## config.mk

```make
export PLATFORM = sky130hd
export DESIGN_NAME = modbus_rtu_register_slave_top
export DESIGN_NICKNAME = d
export VERILOG_FILES = /design/src/hdl/mrs_pkg.sv /design/src/hdl/modbus_rtu_register_slave_top.sv /design/src/hdl/mrs_ctrl.sv /design/src/hdl/mrs_dp.sv
export SDC_FILE = /design/constraint.sdc
export NUM_CORES = 1
export LEC_CHECK = 0
export ABC_CLOCK_PERIOD_IN_PS = 5500
export BUFFER_PORTS_ARGS = -buffer_cell sky130_fd_sc_hd__buf_2
export CAP_MARGIN = 10
export CORE_MARGIN = 2
export CORE_UTILIZATION = 33
export CTS_CLUSTER_SIZE = 40
export DETAILED_ROUTE_END_ITERATION = 7
export SETUP_SLACK_MARGIN = 0.2
export SKIP_LAST_GASP = 1
export SLEW_MARGIN = 15
export SYNTH_ARGS = -nofsm -noshare
export SYNTH_HDL_FRONTEND = slang
export SYNTH_HIERARCHICAL = 1
export SYNTH_SLANG_ARGS = --single-unit
```

## constraint.sdc

```tcl
create_clock -name clk -period 5.5 [get_ports clk]
set_input_delay 0.825 -clock clk [delete_from_list [all_inputs] [get_ports clk]]
set_output_delay 0.825 -clock clk [all_outputs]
set_load 0.02 [all_outputs]
```

## src/hdl/mrs_pkg.sv

```systemverilog
// Shared types, constants and CRC helper for the Modbus RTU register slave.
package mrs_pkg;

  // Input item kinds
  localparam logic [1:0] KIND_BYTE   = 2'd0;
  localparam logic [1:0] KIND_END    = 2'd1;
  localparam logic [1:0] KIND_SAMPLE = 2'd2;

  // Configuration register indexes
  localparam logic [1:0] CFG_SLAVE_ADDR = 2'd0;
  localparam logic [1:0] CFG_REG_BASE   = 2'd1;

  // Function codes and exception bytes
  localparam logic [7:0] FN_READ_REGS  = 8'h03;
  localparam logic [7:0] FN_WRITE_REG  = 8'h06;
  localparam logic [7:0] EXC_BAD_FUNC  = 8'h03;
  localparam logic [7:0] EXC_BAD_ADDR  = 8'h04;

  // CRC16, reflected form
  localparam logic [15:0] CRC_INIT = 16'hFFFF;
  localparam logic [15:0] CRC_POLY = 16'hA001;

  // floor(s*33/20) = (s * 33 * ceil(2^23/20)) >> 23, exact for 12-bit s
  localparam logic [23:0] SCALE_MUL   = 24'd13841223;
  localparam int          SCALE_SHIFT = 23;

  // Reply byte index width (longest read reply is 5 + 2*NUM_REGS bytes)
  localparam int TXW = 7;

  // Reply modes
  typedef enum logic [1:0] {
    MODE_READ  = 2'd0,
    MODE_WRITE = 2'd1,
    MODE_EXC   = 2'd2
  } mode_t;

  // Controller to datapath commands
  typedef struct packed {
    logic store;
    logic sample;
    logic frame_start;
    logic scan;
    logic calc;
    logic exec;
    logic send;
  } ctrl_cmd_t;

  // Datapath to controller status
  typedef struct packed {
    logic scan_done;
    logic frame_ok;
    logic slot_free;
    logic last_byte;
  } dp_sts_t;

  // One byte through the reflected CRC16
  function automatic logic [15:0] crc_byte(input logic [15:0] crc, input logic [7:0] b);
    logic [15:0] c;
    c = crc ^ {8'h00, b};
    for (int k = 0; k < 8; k++) begin
      c = c[0] ? ((c >> 1) ^ CRC_POLY) : (c >> 1);
    end
    return c;
  endfunction

endpackage

```

## src/hdl/modbus_rtu_register_slave_top.sv

```systemverilog
// Top level: Modbus RTU register slave, controller plus datapath.
// Byte and sample items are accepted only in idle; a new item is accepted the next cycle.
// Frame end: N received bytes are scanned via the one-port store; then reply bytes
// (up to 5+2*NUM_REGS) leave the output register one per cycle as out_ready allows.
// Synchronous active-low reset clears control state, configuration and register file;
// the receive store needs no clearing pass; scans read only below the fill count.
module modbus_rtu_register_slave_top #(
  parameter int RX_DEPTH = 64,
  parameter int NUM_REGS = 8
) (
  input  logic        clk,
  input  logic        rst_n,
  input  logic        in_valid,
  output logic        in_ready,
  input  logic [1:0]  in_kind,
  input  logic [7:0]  in_rx_byte,
  input  logic [4:0]  in_channel,
  input  logic [11:0] in_sample,
  output logic        out_valid,
  input  logic        out_ready,
  output logic [7:0]  out_tx_byte,
  output logic        out_framed,
  output logic        out_last,
  input  logic        cfg_we,
  input  logic [1:0]  cfg_index,
  input  logic [15:0] cfg_wdata
);
  import mrs_pkg::*;

  ctrl_cmd_t cmd;
  dp_sts_t   sts;

  mrs_ctrl u_ctrl (
    .clk      (clk),
    .rst_n    (rst_n),
    .in_valid (in_valid),
    .in_ready (in_ready),
    .in_kind  (in_kind),
    .sts      (sts),
    .cmd      (cmd)
  );

  mrs_dp #(
    .RX_DEPTH (RX_DEPTH),
    .NUM_REGS (NUM_REGS)
  ) u_dp (
    .clk         (clk),
    .rst_n       (rst_n),
    .cmd         (cmd),
    .sts         (sts),
    .in_rx_byte  (in_rx_byte),
    .in_channel  (in_channel),
    .in_sample   (in_sample),
    .cfg_we      (cfg_we),
    .cfg_index   (cfg_index),
    .cfg_wdata   (cfg_wdata),
    .out_valid   (out_valid),
    .out_ready   (out_ready),
    .out_tx_byte (out_tx_byte),
    .out_framed  (out_framed),
    .out_last    (out_last)
  );

endmodule

```

## src/hdl/mrs_ctrl.sv

```systemverilog
// Frame sequencer: accepts items and steps the datapath through scan, check, reply.
module mrs_ctrl (
  input  logic               clk,
  input  logic               rst_n,
  input  logic               in_valid,
  output logic               in_ready,
  input  logic [1:0]         in_kind,
  input  mrs_pkg::dp_sts_t   sts,
  output mrs_pkg::ctrl_cmd_t cmd
);
  import mrs_pkg::*;

  typedef enum logic [4:0] {
    ST_IDLE  = 5'b00001,
    ST_SCAN  = 5'b00010,
    ST_CHECK = 5'b00100,
    ST_EXEC  = 5'b01000,
    ST_SEND  = 5'b10000
  } state_t;

  state_t state_r, state_nxt;
  logic   acc;

  assign in_ready = (state_r == ST_IDLE);
  assign acc      = in_valid && in_ready;

  // Commands
  always_comb begin
    cmd             = '0;
    cmd.store       = acc && (in_kind == KIND_BYTE);
    cmd.sample      = acc && (in_kind == KIND_SAMPLE);
    cmd.frame_start = acc && (in_kind == KIND_END);
    cmd.scan        = (state_r == ST_SCAN);
    cmd.calc        = (state_r == ST_CHECK);
    cmd.exec        = (state_r == ST_EXEC);
    cmd.send        = (state_r == ST_SEND);
  end

  // Next state
  always_comb begin
    state_nxt = state_r;
    unique case (state_r)
      ST_IDLE:  if (cmd.frame_start) state_nxt = ST_SCAN;
      ST_SCAN:  if (sts.scan_done) state_nxt = ST_CHECK;
      ST_CHECK: state_nxt = sts.frame_ok ? ST_EXEC : ST_IDLE;
      ST_EXEC:  state_nxt = ST_SEND;
      ST_SEND:  if (sts.slot_free && sts.last_byte) state_nxt = ST_IDLE;
      default:  state_nxt = ST_IDLE;
    endcase
  end

  always_ff @(posedge clk) begin
    if (!rst_n) begin
      state_r <= ST_IDLE;
    end else begin
      state_r <= state_nxt;
    end
  end

`ifndef NO_ASSERTIONS
  a_end_scans: assert property (@(posedge clk) disable iff (!rst_n)
    cmd.frame_start |=> state_r == ST_SCAN) else $error("frame end did not start scan");
  a_busy_send: assert property (@(posedge clk) disable iff (!rst_n)
    state_r == ST_SEND |-> !in_ready) else $error("item taken while replying");
  a_onehot: assert property (@(posedge clk) disable iff (!rst_n)
    $onehot(state_r)) else $error("state not one-hot");
`endif

endmodule

```

## src/hdl/mrs_dp.sv

```systemverilog
// Datapath: receive store, register file, frame check, reply byte generation.
module mrs_dp #(
  parameter int RX_DEPTH = 64,
  parameter int NUM_REGS = 8
) (
  input  logic               clk,
  input  logic               rst_n,
  input  mrs_pkg::ctrl_cmd_t cmd,
  output mrs_pkg::dp_sts_t   sts,
  input  logic [7:0]         in_rx_byte,
  input  logic [4:0]         in_channel,
  input  logic [11:0]        in_sample,
  input  logic               cfg_we,
  input  logic [1:0]         cfg_index,
  input  logic [15:0]        cfg_wdata,
  output logic               out_valid,
  input  logic               out_ready,
  output logic [7:0]         out_tx_byte,
  output logic               out_framed,
  output logic               out_last
);
  import mrs_pkg::*;

  localparam int AW = (RX_DEPTH > 1) ? $clog2(RX_DEPTH) : 1;
  localparam int CW = $clog2(RX_DEPTH + 1);
  localparam int RW = (NUM_REGS > 1) ? $clog2(NUM_REGS) : 1;

  // Configuration
  logic [7:0]  slave_addr_r;
  logic [15:0] reg_base_r;

  always_ff @(posedge clk) begin
    if (!rst_n) begin
      slave_addr_r <= 8'd1;
      reg_base_r   <= '0;
    end else if (cfg_we) begin
      case (cfg_index)
        CFG_SLAVE_ADDR: slave_addr_r <= cfg_wdata[7:0];
        CFG_REG_BASE:   reg_base_r   <= cfg_wdata;
        default: ;
      endcase
    end
  end

  // Receive store; the scan reads only bytes below the captured fill count
  logic [7:0]    rx_mem [RX_DEPTH];
  logic [CW-1:0] count_r, len_r, scan_idx_r, rd_idx_r;
  logic [7:0]    rd_data_r;
  logic          rd_vld_r;
  logic          issue;

  assign issue = cmd.scan && (scan_idx_r < len_r);

  always_ff @(posedge clk) begin
    if (cmd.store && (count_r < CW'(RX_DEPTH))) begin
      rx_mem[count_r[AW-1:0]] <= in_rx_byte;
    end
    rd_data_r <= rx_mem[scan_idx_r[AW-1:0]];
  end

  always_ff @(posedge clk) begin
    if (!rst_n) begin
      count_r    <= '0;
      len_r      <= '0;
      scan_idx_r <= '0;
      rd_vld_r   <= 1'b0;
    end else begin
      if (cmd.store && (count_r < CW'(RX_DEPTH))) count_r <= count_r + 1'b1;
      if (cmd.frame_start) begin
        len_r      <= count_r;
        count_r    <= '0;
        scan_idx_r <= '0;
      end else if (issue) begin
        scan_idx_r <= scan_idx_r + 1'b1;
      end
      rd_vld_r <= issue;
    end
  end

  always_ff @(posedge clk) begin
    rd_idx_r <= scan_idx_r;
  end

  // Scan: header capture, CRC over the body, trailing CRC capture
  logic [7:0]  hdr_r [6];
  logic [15:0] rx_crc_r;
  logic [7:0]  crc_lo_r, crc_hi_r;

  always_ff @(posedge clk) begin
    if (cmd.frame_start) begin
      for (int i = 0; i < 6; i++) hdr_r[i] <= '0;
      rx_crc_r <= CRC_INIT;
    end else if (rd_vld_r) begin
      if (rd_idx_r < CW'(6)) hdr_r[rd_idx_r[2:0]] <= rd_data_r;
      if ((rd_idx_r + CW'(2)) < len_r) rx_crc_r <= crc_byte(rx_crc_r, rd_data_r);
      if (rd_idx_r == len_r - CW'(2)) crc_lo_r <= rd_data_r;
      if (rd_idx_r == len_r - CW'(1)) crc_hi_r <= rd_data_r;
    end
  end

  assign sts.scan_done = !(scan_idx_r < len_r) && !rd_vld_r;
  assign sts.frame_ok  = (len_r >= CW'(4)) && (hdr_r[0] == slave_addr_r) &&
                         (crc_lo_r == rx_crc_r[7:0]) && (crc_hi_r == rx_crc_r[15:8]);

  // Operand decode
  logic [15:0] addr_r, val_r;

  always_ff @(posedge clk) begin
    if (cmd.calc) begin
      addr_r <= {hdr_r[2], hdr_r[3]} - reg_base_r;
      val_r  <= {hdr_r[4], hdr_r[5]};
    end
  end

  // Register file and sample scaling
  logic [15:0] regs_r [NUM_REGS];
  logic [35:0] scaled;
  logic        rd_range_ok, wr_range_ok;

  assign scaled      = {24'd0, in_sample} * {12'd0, SCALE_MUL};
  assign rd_range_ok = ({1'b0, addr_r} + {1'b0, val_r}) <= 17'(NUM_REGS);
  assign wr_range_ok = addr_r < 16'(NUM_REGS);

  always_ff @(posedge clk) begin
    if (!rst_n) begin
      for (int i = 0; i < NUM_REGS; i++) regs_r[i] <= '0;
    end else if (cmd.sample && ({1'b0, in_channel} < 6'(NUM_REGS))) begin
      regs_r[in_channel[RW-1:0]] <= 16'(scaled[35:SCALE_SHIFT]);
    end else if (cmd.exec && (hdr_r[1] == FN_WRITE_REG) && wr_range_ok) begin
      regs_r[addr_r[RW-1:0]] <= val_r;
    end
  end

  // Reply setup
  mode_t          mode_r;
  logic [7:0]     exc_r;
  logic [TXW-1:0] body_len_r, tx_idx_r;
  logic [15:0]    tx_crc_r;

  always_ff @(posedge clk) begin
    if (cmd.exec) begin
      tx_idx_r   <= '0;
      body_len_r <= TXW'(6);
      if (hdr_r[1] == FN_READ_REGS) begin
        mode_r     <= rd_range_ok ? MODE_READ : MODE_EXC;
        exc_r      <= EXC_BAD_ADDR;
        body_len_r <= TXW'(3) + {val_r[5:0], 1'b0};
      end else if (hdr_r[1] == FN_WRITE_REG) begin
        mode_r <= wr_range_ok ? MODE_WRITE : MODE_EXC;
        exc_r  <= EXC_BAD_ADDR;
      end else begin
        mode_r <= MODE_EXC;
        exc_r  <= EXC_BAD_FUNC;
      end
    end else if (cmd.send && sts.slot_free) begin
      tx_idx_r <= tx_idx_r + 1'b1;
    end
  end

  // Current reply byte
  logic [TXW-1:0] d_idx;
  logic [15:0]    ri_sum;
  logic [15:0]    rword;
  logic [7:0]     body_byte, cur_byte;
  logic           in_body;

  assign d_idx  = tx_idx_r - TXW'(3);
  assign ri_sum = addr_r + 16'(d_idx[TXW-1:1]);
  assign rword  = regs_r[ri_sum[RW-1:0]];
  assign in_body = tx_idx_r < body_len_r;

  always_comb begin
    body_byte = '0;
    if (tx_idx_r == TXW'(0)) begin
      body_byte = slave_addr_r;
    end else if (mode_r == MODE_READ) begin
      if (tx_idx_r == TXW'(1))      body_byte = FN_READ_REGS;
      else if (tx_idx_r == TXW'(2)) body_byte = {val_r[6:0], 1'b0};
      else                          body_byte = d_idx[0] ? rword[7:0] : rword[15:8];
    end else begin
      if (tx_idx_r == TXW'(1)) body_byte = FN_WRITE_REG;
      else                     body_byte = hdr_r[tx_idx_r[2:0]];
    end
  end

  always_comb begin
    if (in_body)                   cur_byte = body_byte;
    else if (tx_idx_r == body_len_r) cur_byte = tx_crc_r[7:0];
    else                           cur_byte = tx_crc_r[15:8];
  end

  assign sts.slot_free = !out_valid || out_ready;
  assign sts.last_byte = (mode_r == MODE_EXC) || (tx_idx_r == body_len_r + TXW'(1));

  // Reply CRC
  always_ff @(posedge clk) begin
    if (cmd.exec) begin
      tx_crc_r <= CRC_INIT;
    end else if (cmd.send && sts.slot_free && in_body) begin
      tx_crc_r <= crc_byte(tx_crc_r, body_byte);
    end
  end

  // Output register
  logic out_valid_r;
  assign out_valid = out_valid_r;

  always_ff @(posedge clk) begin
    if (!rst_n) begin
      out_valid_r <= 1'b0;
    end else if (cmd.send && sts.slot_free) begin
      out_valid_r <= 1'b1;
    end else if (out_ready) begin
      out_valid_r <= 1'b0;
    end
  end

  always_ff @(posedge clk) begin
    if (cmd.send && sts.slot_free) begin
      out_tx_byte <= (mode_r == MODE_EXC) ? exc_r : cur_byte;
      out_framed  <= (mode_r != MODE_EXC);
      out_last    <= sts.last_byte;
    end
  end

`ifndef NO_ASSERTIONS
  a_scan_bound: assert property (@(posedge clk) disable iff (!rst_n)
    rd_vld_r |-> rd_idx_r < len_r) else $error("scan read past frame");
  a_reg_bound: assert property (@(posedge clk) disable iff (!rst_n)
    (cmd.send && mode_r == MODE_READ && in_body && tx_idx_r > TXW'(2)) |->
      ri_sum < 16'(NUM_REGS)) else $error("register read out of range");
  a_no_store_busy: assert property (@(posedge clk) disable iff (!rst_n)
    cmd.scan |-> !cmd.store) else $error("byte stored during scan");
`endif

endmodule

```

==> flow_summary.ini <==
[worst_setup_path]
cp.required_ns = 5.93
end_kind = register
max_stage_delay_ns = 0.56
startpoint = in_sample[11]
path_max_fanout = 8
cp-start-kind = input pin
r2r_start = u_dp/tx_idx_r[0]
crit_slowest_cell = fa_2
cp.arrival_ns = 5.62
critical_path_class = input pin to register
crit_chain = buf_2, ha_4, ha_1, or2_2, fa_1, inv_1, fa_2, inv_1, fa_1, ha_2, a21o_1, a21o_1, a21oi_2, o21ai_0, a21oi_1, nor2b_1, o21ai_2, a31o_4, a21oi_2, or4_4, a31oi_4, nor2_1

[route]
avgRoutedWirePerCell_um = 21.8
viasPerCell = 5.07
ant_nets = 0
drtIter0Drc = 2086
routed_wl_mm = 105
dr.pass1.iters = 6
drc = 0
top_layer = met5
met2_length_mm = 52.7
wl_met3_mm = 6.34
wl_met1_mm = 43.7
vias = 24500

[global_route]
grt_pass1_vias = 24400
grt_pass1_wl_mm = 157
grt_max_degree = 133
antenna_found_initial = 1
grt-ovfl-total = 0
gr-usage-all-layers = 0.160

[placed_design]
finalWeightedCongestion = 0.856
post_dp_cell_area_um2 = 45600
preCtsSetupSlack_ns = -0.513
io_buffers = 61
dp_cells = 4657
dpl.hpwl_mm = 72.7

[power_and_ir_drop]
leakage_nw = 17.0
pwr_density_cell_nw_per_um2 = 349
ir_worst_vdd_v = 0.000262
total_power_mw = 16.9

[finish]
layout.cells.non_filler = 4822
finalInstanceArea_um2 = 48600
syn2layout_area_growth_pct = 14.8
mostFrequentLayoutCells = edfxtp_1, nor2_1, inv_1, mux4_2, buf_4
nNetsFinal = 3392
post_route_cells_drive_above_1_share = 0.208
layout_commonest_cell = edfxtp_1
nFillCells = 11900
final_util = 0.381

[yosys]
synthArstFlopShare = 0
synth_area_um2 = 42300
synthFlopType = edfxtp_1
synth_cell_types = 83
synthCells = 2896
ys_warn_count = 6
avgSynthCellArea_um2 = 14.6
synth-edff-count = 773
syn_nets = 3199
synth-seq-area-share = 0.600
synth_seq_cells = 882

[timing]
setup_viol = 0
period_share = 0.944
timing.setup.tns_ns = 0
layout_setup_ws_ns = 0.308
tightest_slew_ns = 0.994
fin_skew_ns = 0.0582
hold_violations = 0
whs_ns = 0.395
period_minus_slack_ns = 5.19
rsz0062_at_grt = no
max_freq_ghz = 0.193
max-slew-margin-rel = 0.335
finalMaxSlewViolations = 0

[floorplan]
chipHeight_um = 362
core_area_um2 = 127000
start_util = 0.332
placementRows = 131
die_w_um = 362
ios = 62
die_area_um2 = 131000

[cts]
clkSinkCount = 882
path_clk_slew_ns = 0.06
clockBufferDepth = 3
cts_htree_levels = 3
insertion_delay_ns = 0.69
cts_root_buffer = clkbuf_16
cts_tree = yes
numCtsBuffers = 86
holdBufCountCts = 0

[min_path]
hold_class = register to register
hp-start = u_dp/scan_idx_r[6]

[run]
maxCapViolCount = 0

[run_status]
status = finished clean
## final timing paths
path / endpoint / slack [ns] / cells after the start
setup / recovery: u_dp/regs_r[6][11] / 0.31 / 22
hold / removal: u_dp/rd_idx_r[6] / 0.40 / 0
setup reg to reg: u_dp/tx_crc_r[15] / 0.35 / 18
hold reg to reg: u_dp/rd_idx_r[6] / 0.40 / 0
## cell type report
class / instances / area, µm² / share of cell area
Antenna cell: 1 / 2.50 / 0.0000515
Clock buffer: 107 / 2270 / 0.0468
Clock inverter: 51 / 488 / 0.0100
Inverter: 217 / 825 / 0.0170
Multi-Input combinational cell: 1672 / 15800 / 0.326
Sequential cell: 882 / 25400 / 0.523
Tap cell: 1662 / 2080 / 0.0428
Timing Repair Buffer: 230 / 1660 / 0.0341
## cell families after synthesis
logic type | synth area share
flops | 0.600
simple gates | 0.0856
buf+inv | 0.0309
compound gates | 0.0431
mux | 0.121
fa+ha+maj | 0.0899
xor+xnor | 0.0286
## timing repair
item / CTS / global route
setup buffers: 0 / 6
resized for setup: 0 / 30
setup endpoints to repair: 0 / 76
## worst max-delay path: cells and delay by family
kind            cells  cell delay [ns]
simple gates        4             0.99
compound gates      9             1.45
buf+inv             3             0.26
fa+ha+maj           6             2.09
## where the power goes
part           internal [mW]  switching, mW  total (mW)  leakage (nW)
registers               7.32         0.0330        7.35          8.01
clock network           3.25           2.59        5.84          1.37
logic                   1.65           2.11        3.76          7.64
total                   12.2           4.74        16.9          17.0
## layer usage
layer  vias up  global-route usage
met2       767               0.273
met5         -                   0
met4         2              0.0435
met1     12400               0.208
li1      11100                   -
met3       147              0.0311
## Yosys cell counts (5+ instances only)
cell type / number / area, µm²
nor2_1: 344 / 1290
or2_2: 15 / 93.8
dfxtp_1: 109 / 2180
nand3b_1: 18 / 135
a211o_1: 25 / 219
xnor2_1: 68 / 596
buf_2: 10 / 50.1
nor4_1: 15 / 93.8
nand2_1: 154 / 578
o311ai_0: 5 / 43.8
o21a_1: 5 / 37.5
nand2b_1: 24 / 150
mux2i_1: 45 / 450
a21oi_1: 55 / 275
a21boi_0: 28 / 210
nand3_1: 35 / 175
a21o_1: 24 / 180
o21bai_1: 9 / 67.6
o21ai_0: 44 / 220
a211oi_1: 10 / 75.1
buf_1: 19 / 71.3
o211ai_1: 6 / 45.0
and3_1: 15 / 93.8
ha_1: 168 / 2100
nor3b_1: 9 / 67.6
nor2b_1: 39 / 244
a31oi_1: 10 / 62.6
mux2_2: 12 / 135
or4_1: 5 / 37.5
clkbuf_1: 94 / 353
edfxtp_1: 773 / 23200
inv_1: 216 / 811
fa_1: 85 / 1700
or3_1: 8 / 50.1
nand4_1: 19 / 119
and2_1: 8 / 50.1
nor3_1: 35 / 175
xor2_1: 54 / 473
mux4_2: 202 / 4550
## flip-flops by register name, summed over array words and instances, names as in the netlist, 16 cells and up, named ones only
register / cells
u_dp/regs_r: 128
u_dp/addr_r: 16
u_dp/rx_crc_r: 16
u_dp/reg_base_r: 16
u_dp/tx_crc_r: 16
u_dp/rx_mem: 512
u_dp/hdr_r: 64
u_dp/val_r: 16
(Power assumes the default switching activity.)
